File: config.mk
export PLATFORM = sky130hd
export DESIGN_NAME = bsrs_cell
export DESIGN_NICKNAME = d
export VERILOG_FILES = /design/src/rtl/core/bsrs_pkg.sv /design/src/rtl/core/bsrs_cell.sv
export SDC_FILE = /design/constraint.sdc
export NUM_CORES = 1
export LEC_CHECK = 0
export BUFFER_PORTS_ARGS = -buffer_cell sky130_fd_sc_hd__buf_2
export CELL_PAD_IN_SITES_DETAIL_PLACEMENT = 0
export CELL_PAD_IN_SITES_GLOBAL_PLACEMENT = 1
export CORE_ASPECT_RATIO = 0.6
export CORE_MARGIN = 2
export CORE_UTILIZATION = 32
export CTS_CLUSTER_SIZE = 30
export DETAILED_ROUTE_END_ITERATION = 8
export GPL_TIMING_DRIVEN = 0
export PLACE_DENSITY_LB_ADDON = 0.08
export SYNTH_ARGS = -nofsm -noshare
export SYNTH_HDL_FRONTEND = slang
export SYNTH_SLANG_ARGS = --single-unit
export TNS_END_PERCENT = 30
File: constraint.sdc
create_clock -name clk -period 3.07 [get_ports clk]
set_clock_uncertainty 0.2 [all_clocks]
set_input_delay 0 -clock clk [delete_from_list [all_inputs] [get_ports clk]]
set_output_delay 0 -clock clk [all_outputs]
set_load 0.03 [all_outputs]
File: src/rtl/core/bsrs_pkg.sv
// ----------------------------------------------------------------------------
// bsrs_pkg
// Shared types and constants for the bounded set with rank select.
// ----------------------------------------------------------------------------
package bsrs_pkg;

    localparam int OP_W        = 2;
    localparam int KEY_IN_W    = 32;
    localparam int RANK_W      = 8;
    localparam int COUNT_OUT_W = 9;
    localparam int S_TDATA_W   = 48;
    localparam int M_TDATA_W   = 48;

    typedef enum logic [OP_W-1:0] {
        OP_INSERT   = 2'd0,
        OP_ERASE    = 2'd1,
        OP_CONTAINS = 2'd2,
        OP_GET      = 2'd3
    } op_t;

    typedef enum logic [1:0] {
        CMD_HOLD   = 2'd0,
        CMD_EVAL   = 2'd1,
        CMD_INSERT = 2'd2,
        CMD_ERASE  = 2'd3
    } cell_cmd_t;

    typedef struct packed {
        logic eq;   // holds the request key
        logic pos;  // empty or holds a larger key: shifts up on insert
        logic ge;   // holds a key not below the request: shifts down on erase
        logic sel;  // holds the key at the requested rank
    } cell_flags_t;

endpackage

File: src/rtl/core/bsrs_cell.sv
// ----------------------------------------------------------------------------
// bsrs_cell
// One slot of the sorted key chain: compares against the request, then
// keeps its key, takes the new key, or takes a neighbor's key.
// ----------------------------------------------------------------------------
module bsrs_cell #(
    parameter int KEY_WIDTH = 32,
    parameter int IDX       = 0
) (
    input  logic                         clk,
    input  logic                         rst_n,
    input  bsrs_pkg::cell_cmd_t          cmd,
    input  logic [KEY_WIDTH-1:0]         req_key,
    input  logic [bsrs_pkg::RANK_W-1:0]  req_rank,
    input  logic [KEY_WIDTH-1:0]         left_key,
    input  logic                         left_valid,
    input  logic                         left_pos,
    input  logic [KEY_WIDTH-1:0]         right_key,
    input  logic                         right_valid,
    output logic [KEY_WIDTH-1:0]         key,
    output logic                         valid,
    output bsrs_pkg::cell_flags_t        flags
);
    import bsrs_pkg::*;

    logic [KEY_WIDTH-1:0] key_reg, key_next;
    logic                 valid_reg, valid_next;
    cell_flags_t          flags_reg, flags_next;
    logic                 rank_hit;

    assign rank_hit = (IDX < (1 << RANK_W)) && (req_rank == IDX[RANK_W-1:0]);

    always_comb
    begin
        key_next   = key_reg;
        valid_next = valid_reg;
        flags_next = flags_reg;
        case (cmd)
            CMD_EVAL:
            begin
                flags_next.eq  = valid_reg && (key_reg == req_key);
                flags_next.pos = !valid_reg || (key_reg > req_key);
                flags_next.ge  = valid_reg && (key_reg >= req_key);
                flags_next.sel = valid_reg && rank_hit;
            end
            CMD_INSERT:
            begin
                if (flags_reg.pos)
                begin
                    if (!left_pos)
                    begin
                        key_next   = req_key;
                        valid_next = 1'b1;
                    end
                    else
                    begin
                        key_next   = left_key;
                        valid_next = left_valid;
                    end
                end
            end
            CMD_ERASE:
            begin
                if (flags_reg.ge)
                begin
                    key_next   = right_key;
                    valid_next = right_valid;
                end
            end
            default:
            begin
            end
        endcase
    end

    always_ff @(posedge clk or negedge rst_n)
    begin
        if (!rst_n)
        begin
            valid_reg <= 1'b0;
            flags_reg <= '0;
        end
        else
        begin
            valid_reg <= valid_next;
            flags_reg <= flags_next;
        end
    end

    always_ff @(posedge clk)
    begin
        key_reg <= key_next;
    end

    assign key   = key_reg;
    assign valid = valid_reg;
    assign flags = flags_reg;

endmodule

==> impl_metrics.sql, run 1 <==
INSERT INTO impl_metrics (metric_group, metric, value, unit) VALUES
('clock_network', 'cts_made_buffers', '5', ''),
('layout', 'final_cell_mix', 'sky130_fd_sc_hd__buf_2 (151), sky130_fd_sc_hd__dlygate4sd3_1 (73), sky130_fd_sc_hd__nand2_1 (44), sky130_fd_sc_hd__o21ai_0 (38), sky130_fd_sc_hd__mux2i_1 (33)', ''),
('power', 'power.ir.vdd_worst', '0.174', 'mV'),
('power', 'sequentialPowerShare', '0.353', ''),
('sta', 'timing.final.setup_violations', '0', ''),
('power', 'power.clock.fraction', '0.284', ''),
('flow_run', 'max-cap-violations', '0', ''),
('power', 'p_comb_frac', '0.363', ''),
('detailed_routing', 'drt_iter0_markers', '118', ''),
('hold_path', 'hold_path_startpoint', 'req_key[15]', ''),
('die', 'design.core.area', '8390', 'um2'),
('critical_path', 'reg2regPathDepth', '6', ''),
('clock_network', 'cts_tree', 'built', ''),
('sta', 'final_min_period_over_clock_period', '0.804', ''),
('global_routing', 'groute.layer.met3.usage', '0.0524', ''),
('critical_path', 'critPathRequiredTime', '2.89', 'ns'),
('critical_path', 'critPathKind', 'in -> reg', ''),
('sta', 'max_freq', '405', 'MHz'),
('layout', 'layout.nets', '652', ''),
('power', 'p_sw_frac', '0.333', ''),
('die', 'floorplan.die_area', '9300', 'um2'),
('power', 'cellPowerDensity', '429', 'nW/um2'),
('global_routing', 'grt_start_max_net_pins', '21', ''),
('critical_path', 'arrival', '2.29', 'ns'),
('synth', 'ys_warn_count', '0', ''),
('critical_path', 'reg2reg_to', 'flags[2]', ''),
('layout', 'postLayoutCoreUtil', '0.539', ''),
('detailed_routing', 'post-route-drc-count', '0', ''),
('die', 'die_width', '123', 'um'),
('layout', 'drive_gt1_frac', '0.325', ''),
('sta', 'finalCriticalPeriod', '2.47', 'ns'),
('hold_path', 'timing.hold.worst_endpoint', 'flags[2]', ''),
('critical_path', 'crit_path_start_kind', 'input port', ''),
('global_routing', 'via_count_of_the_first_global_routing_pass', '2684', ''),
('clock_network', 'path_clk_slew', '0.06', 'ns'),
('power', 'intPower', '0.00129', 'W'),
('clock_network', 'cts_htree_levels', '2', ''),
('die', 'std_cell_rows', '26', ''),
('clock_network', 'clk_latency', '0.28', 'ns'),
('clock_network', 'cts-root-buf', 'sky130_fd_sc_hd__clkbuf_16', ''),
('detailed_routing', 'detail-route-antenna-nets', '0', ''),
('layout', 'leading_cell_type_in_the_layout_fill_and_taps_excluded', 'sky130_fd_sc_hd__buf_2', ''),
('global_routing', 'grt_max_usage_layer', 'met2', ''),
('synth', 'synth_seq_cells', '37', ''),
('detailed_routing', 'routed_wl', '8930', 'um'),
('detailed_routing', 'vias_per_cell', '4.61', ''),
('run_status', 'outcome', 'finished, final reports clean', ''),
('critical_path', 'kind_of_end_point_of_the_critical_path', 'flip-flop', ''),
('die', 'initial_core_utilization', '0.325', ''),
('layout', 'insertedDiodeCount', '0', ''),
('die', 'floorplan.io_pins', '148', ''),
('sta', 'slew-limit-headroom', '0.620', ''),
('global_routing', 'initial_antenna_violation_count', '0', ''),
('synth', 'seq_area_frac_synth', '0.398', ''),
('layout', 'largest_reg_flops', '32', ''),
('synth', 'synthCells', '282', ''),
('hold_path', 'worst_hold_path.num_cells', '5', ''),
('hold_path', 'hold_path_class', 'in -> reg', ''),
('clock_network', 'clk_path_buf_depth', '2', ''),
('global_routing', 'grt-ovfl-total', '0', ''),
('detailed_routing', 'detailroute.via_count', '2866', ''),
('synth', 'synth_area', '2730', 'um2'),
('synth', 'synth_nets', '425', ''),
('die', 'chipHeight', '75.5', 'um'),
('place', 'place_congestion', '0.754', ''),
('detailed_routing', 'firstDrtPassIters', '5', ''),
('synth', 'synth.lib_cells_used.distinct', '32', ''),
('global_routing', 'gr-usage-all-layers', '0.191', ''),
('critical_path', 'r2r-start', 'key[19]', ''),
('layout', 'area.growth.synth_to_final', '65.8', '%'),
('global_routing', 'met1_usage', '0.272', '');
==> cell usage after synthesis (all sizes together) <==
| cell | number | area (um2) |
|---|---|---|
| o21a | 2 | 15.0 |
| or2b | 1 | 7.51 |
| o211ai | 2 | 15.0 |
| o2bb2ai | 1 | 8.76 |
| nand2 | 44 | 165 |
| a32o | 1 | 10.0 |
| clkbuf | 6 | 22.5 |
| nor3 | 2 | 10.0 |
| nor2b | 4 | 25.0 |
| nor4 | 5 | 46.3 |
| nand3 | 3 | 15.0 |
| o21bai | 1 | 7.51 |
| nand4 | 8 | 71.3 |
| a2111oi | 1 | 15.0 |
| a221o | 1 | 10.0 |
| mux2i | 33 | 330 |
| or3b | 1 | 8.76 |
| a21oi | 14 | 70.1 |
| inv | 32 | 120 |
| buf | 5 | 25.0 |
| a22o | 1 | 8.76 |
| and2 | 2 | 12.5 |
| mux2 | 1 | 11.3 |
| dfrtp | 5 | 125 |
| o41ai | 1 | 8.76 |
| edfxtp | 32 | 961 |
| o21ai | 38 | 190 |
| nor2 | 3 | 11.3 |
| ha | 32 | 400 |
==> power groups by stage <==
stage | registers, W | clock network, W | logic, W
2_1_floorplan | 0.000819 | 0 | 0.000238
3_3_place_gp | 0.000696 | 0 | 0.000583
3_5_place_dp | 0.000694 | 0 | 0.000609
4_1_cts | 0.000683 | 0.000571 | 0.000707
5_1_grt | 0.000691 | 0.000588 | 0.000775
6_report | 0.000684 | 0.000551 | 0.000704
==> layout make-up <==
cell class	count	area, um2
Clock buffer	7	153
Multi-Input combinational cell	202	1480
Clock inverter	1	5.00
Inverter	32	120
Tap cell	112	140
Fill cell	818	3870
Sequential cell	37	1090
Timing Repair Buffer	220	1490
Buffer	11	47.5
==> worst max-delay path by stage <==
stage | start | depth (start not counted) | slack [ns] | endpoint
2_1_floorplan | flags[1] | 3 | 0.17 | valid
3_3_place_gp | flags[2] | 3 | -0.66 | valid
3_5_place_dp | key[19] | 6 | 1.02 | flags[2]
4_1_cts | cmd[1] | 7 | 0.57 | key[23]
5_1_grt | cmd[1] | 7 | 0.45 | key[23]
6_report | cmd[0] | 7 | 0.60 | key[23]
==> through the flow <==
| step | setup WS (ns) | hold slack (ns) | TNS (ns) | instances | area [um2] |
|---|---|---|---|---|---|
| after floorplan | 0.167 | -0.496 | 0 | 282 | 2730 |
| after global placement | -0.660 | -0.373 | -17.47 | 540 | 3600 |
| after detailed placement | 1.02 | -0.374 | 0 | 541 | 3630 |
| after CTS | 0.570 | 0.0739 | 0 | 622 | 4520 |
| after global routing | 0.451 | 0.164 | 0 | 622 | 4520 |
| final | 0.600 | 0.0710 | 0 | 622 | 4520 |
==> cells by family (layout without fill, tap and decap cells) <==
family | count (synthesis) | after routing | synth area share
simple gates | 73 | 73 | 0.137
compound gates | 63 | 63 | 0.132
buf+inv | 43 | 271 | 0.0615
flops | 37 | 37 | 0.398
mux | 34 | 34 | 0.125
fa+ha+maj | 32 | 32 | 0.147
==> layer usage <==
metal | routed length, um | up-vias
met4 | 27 | 0
met3 | 639 | 2
met5 | 0 | -
met1 | 4560 | 1302
met2 | 3700 | 93
li1 | - | 1469
==> repair_timing <==
item | 4_1_cts | 5_1_grt
hold endpoints to repair | 42 | 0
resized for setup | 0 | 0
hold buffers | 73 | 0
buffers inserted | 0 | 0
==> critical path: stages <==
cell,delay [ns]
sky130_fd_sc_hd__dlygate4sd3_1,0.54
sky130_fd_sc_hd__buf_2,0.14
sky130_fd_sc_hd__and2_1,0.18
sky130_fd_sc_hd__buf_2,0.24
sky130_fd_sc_hd__clkbuf_1,0.43
sky130_fd_sc_hd__o21ai_0,0.17
sky130_fd_sc_hd__dlygate4sd3_1,0.58
Note: power is estimated with default switching activity, not from simulation.
==> inputs of run 2 (changes only) <==
==> constraint.sdc (replaced) <==
create_clock -name clk -period 2.4 [get_ports clk]
set_clock_uncertainty 0.2 [all_clocks]
set_input_delay 0 -clock clk [delete_from_list [all_inputs] [get_ports clk]]
set_output_delay 0 -clock clk [all_outputs]
set_load 0.03 [all_outputs]
==> impl_metrics.sql, run 2 (same netlist as run 1, synthesis figures left out) <==
INSERT INTO impl_metrics (metric_group, metric, value, unit) VALUES
('sta', 'max_freq', '481', 'MHz'),
('hold_path', 'hold_path_class', 'in -> reg', ''),
('sta', 'slew-limit-headroom', '0.625', ''),
('clock_network', 'path_clk_slew', '0.06', 'ns'),
('die', 'std_cell_rows', '26', ''),
('global_routing', 'via_count_of_the_first_global_routing_pass', '2726', ''),
('detailed_routing', 'firstDrtPassIters', '4', ''),
('global_routing', 'grt_start_max_net_pins', '21', ''),
('sta', 'hold_vio_cnt_final', '0', ''),
('clock_network', 'cts_tree', 'built', ''),
('flow_run', 'max-cap-violations', '0', ''),
('die', 'die_width', '123', 'um'),
('die', 'initial_core_utilization', '0.325', ''),
('die', 'chipHeight', '75.5', 'um'),
('detailed_routing', 'drt_iter0_markers', '66', ''),
('power', 'cellPowerDensity', '535', 'nW/um2'),
('global_routing', 'grt-ovfl-total', '0', ''),
('clock_network', 'cts_made_buffers', '5', ''),
('detailed_routing', 'detailroute.via_count', '2836', ''),
('sta', 'setup_total_negative_slack', '0', 'ns'),
('sta', 'timing.final.setup_violations', '0', ''),
('sta', 'transition_time_at_the_pin_with_the_least_slew_margin', '0.563', 'ns'),
('die', 'floorplan.die_area', '9300', 'um2'),
('critical_path', 'worst_path_max_stage_delay', '0.59', 'ns'),
('critical_path', 'critPathRequiredTime', '2.42', 'ns'),
('critical_path', 'arrival', '2.10', 'ns'),
('place', 'place_congestion', '0.764', ''),
('critical_path', 'critPathKind', 'in -> reg', ''),
('power', 'power_leakage', '2.19', 'nW'),
('clock_network', 'clk_path_buf_depth', '2', ''),
('critical_path', 'timing.critical_path.cells', 'dlygate4sd3_1 > buf_2 > nor4_1 > dlygate4sd3_1 > a32o_1 > dlygate4sd3_1', ''),
('run_status', 'outcome', 'finished, final reports clean', ''),
('sta', 'slew_viol_final', '0', ''),
('critical_path', 'cpLargestDelayFamily', 'buffers and inverters', ''),
('critical_path', 'critPathMostFrequentCell', 'sky130_fd_sc_hd__dlygate4sd3_1', ''),
('critical_path', 'kind_of_end_point_of_the_critical_path', 'flip-flop', ''),
('power', 'power.ir.vdd_worst', '0.244', 'mV'),
('clock_network', 'tritoncts_num_sinks', '37', ''),
('place', 'dpl.hpwl', '6540', 'um'),
('detailed_routing', 'routed_wire_length_per_instance', '13.9', 'um'),
('sta', 'setup_repair_after_global_routing_missed_its_margin', 'no', ''),
('critical_path', 'cp.buffers_inverters', '4', ''),
('critical_path', 'crit_path_start_kind', 'input port', ''),
('detailed_routing', 'routed_wl', '8650', 'um'),
('detailed_routing', 'post-route-drc-count', '0', ''),
('layout', 'leading_cell_type_in_the_layout_fill_and_taps_excluded', 'sky130_fd_sc_hd__buf_2', ''),
('clock_network', 'cts-root-buf', 'sky130_fd_sc_hd__clkbuf_16', ''),
('detailed_routing', 'detail-route-antenna-nets', '0', ''),
('layout', 'filler_cell_count', '826', ''),
('global_routing', 'gr-usage-all-layers', '0.189', ''),
('detailed_routing', 'vias_per_cell', '4.57', ''),
('die', 'floorplan.io_pins', '148', ''),
('layout', 'area.growth.synth_to_final', '64.5', '%'),
('clock_network', 'cts_htree_levels', '2', ''),
('layout', 'insertedDiodeCount', '0', ''),
('layout', 'postLayoutCoreUtil', '0.535', ''),
('critical_path', 'critical_path.slowest_cell', 'sky130_fd_sc_hd__dlygate4sd3_1', ''),
('layout', 'drive_gt1_frac', '0.321', ''),
('global_routing', 'grt_first_pass_wirelength', '13200', 'um'),
('die', 'design.core.area', '8390', 'um2'),
('sta', 'finalCriticalPeriod', '2.08', 'ns'),
('sta', 'final_min_period_over_clock_period', '0.867', ''),
('clock_network', 'clk_latency', '0.28', 'ns'),
('global_routing', 'initial_antenna_violation_count', '0', ''),
('sta', 'finalHoldWorstSlack', '0.0212', 'ns'),
('place', 'io_buffer_count', '146', ''),
('layout', 'final_cell_mix', 'sky130_fd_sc_hd__buf_2 (151), sky130_fd_sc_hd__dlygate4sd3_1 (72), sky130_fd_sc_hd__nand2_1 (44), sky130_fd_sc_hd__o21ai_0 (38), sky130_fd_sc_hd__mux2i_1 (33)', ''),
('critical_path', 'critical_path.max_fanout', '1', ''),
('layout', 'layout.nets', '651', ''),
('layout', 'largest_reg_flops', '32', '');
-- run 2: layer usage --
layer / vias to the layer above / wire length, um / GRT usage
met2: 102 / 3530 / 0.285
met3: 8 / 605 / 0.0487
met1: 1256 / 4440 / 0.273
met4: 0 / 76 / 0.0417
li1: 1470 / - / -
met5: - / 0 / 0
-- run 2: what timing repair did --
action                                 in CTS  in global routing
buffers inserted                            0                  0
hold buffers                               72                  0
endpoints found under the hold margin      42                  0
resized for setup                           0                  0
-- run 2: area by class of cell --
type | instances | area, um2 | share of cell area
sequential | 37 | 1090 | 0.242
buffer | 11 | 47.5 | 0.0106
timing repair buffer | 219 | 1480 | 0.330
clock inverter | 1 | 3.75 | 0.000837
multi-input combinational | 202 | 1480 | 0.330
clock buffer | 6 | 129 | 0.0287
tap | 112 | 140 | 0.0312
inverter | 32 | 120 | 0.0268
-- run 2: stage by stage --
| step | cells | total power, W | area (um2) | setup slack, ns |
|---|---|---|---|---|
| 2_1_floorplan | 282 | 0.00135 | 2730 | 0.104 |
| 3_5_place_dp | 541 | 0.00166 | 3630 | 0.349 |
| 5_1_grt | 620 | 0.00256 | 4490 | 0.171 |
| 4_1_cts | 620 | 0.00243 | 4490 | 0.322 |
| 3_3_place_gp | 540 | 0.00163 | 3600 | -0.292 |
| 6_report | 620 | 0.00240 | 4490 | 0.320 |
-- run 2: worst paths after layout --
path	startpoint	to	slack (ns)	depth (start not counted)
max	req_rank[5]	flags[0]	0.32	6
min	cmd[1]	key[5]	0.02	2
max reg2reg	key[17]	flags[2]	0.36	6
min reg2reg	flags[3]	flags[3]	0.30	2
max in group asynchronous	rst_n	flags[0]	1.33	3
min in group asynchronous	rst_n	flags[1]	0.46	3
-- run 2: where the power goes --
part / internal, W / switching, W / total, W
combinational: 0.000393 / 0.000503 / 0.000897
sequential: 0.000818 / 0.0000507 / 0.000868
clock: 0.000376 / 0.000259 / 0.000635
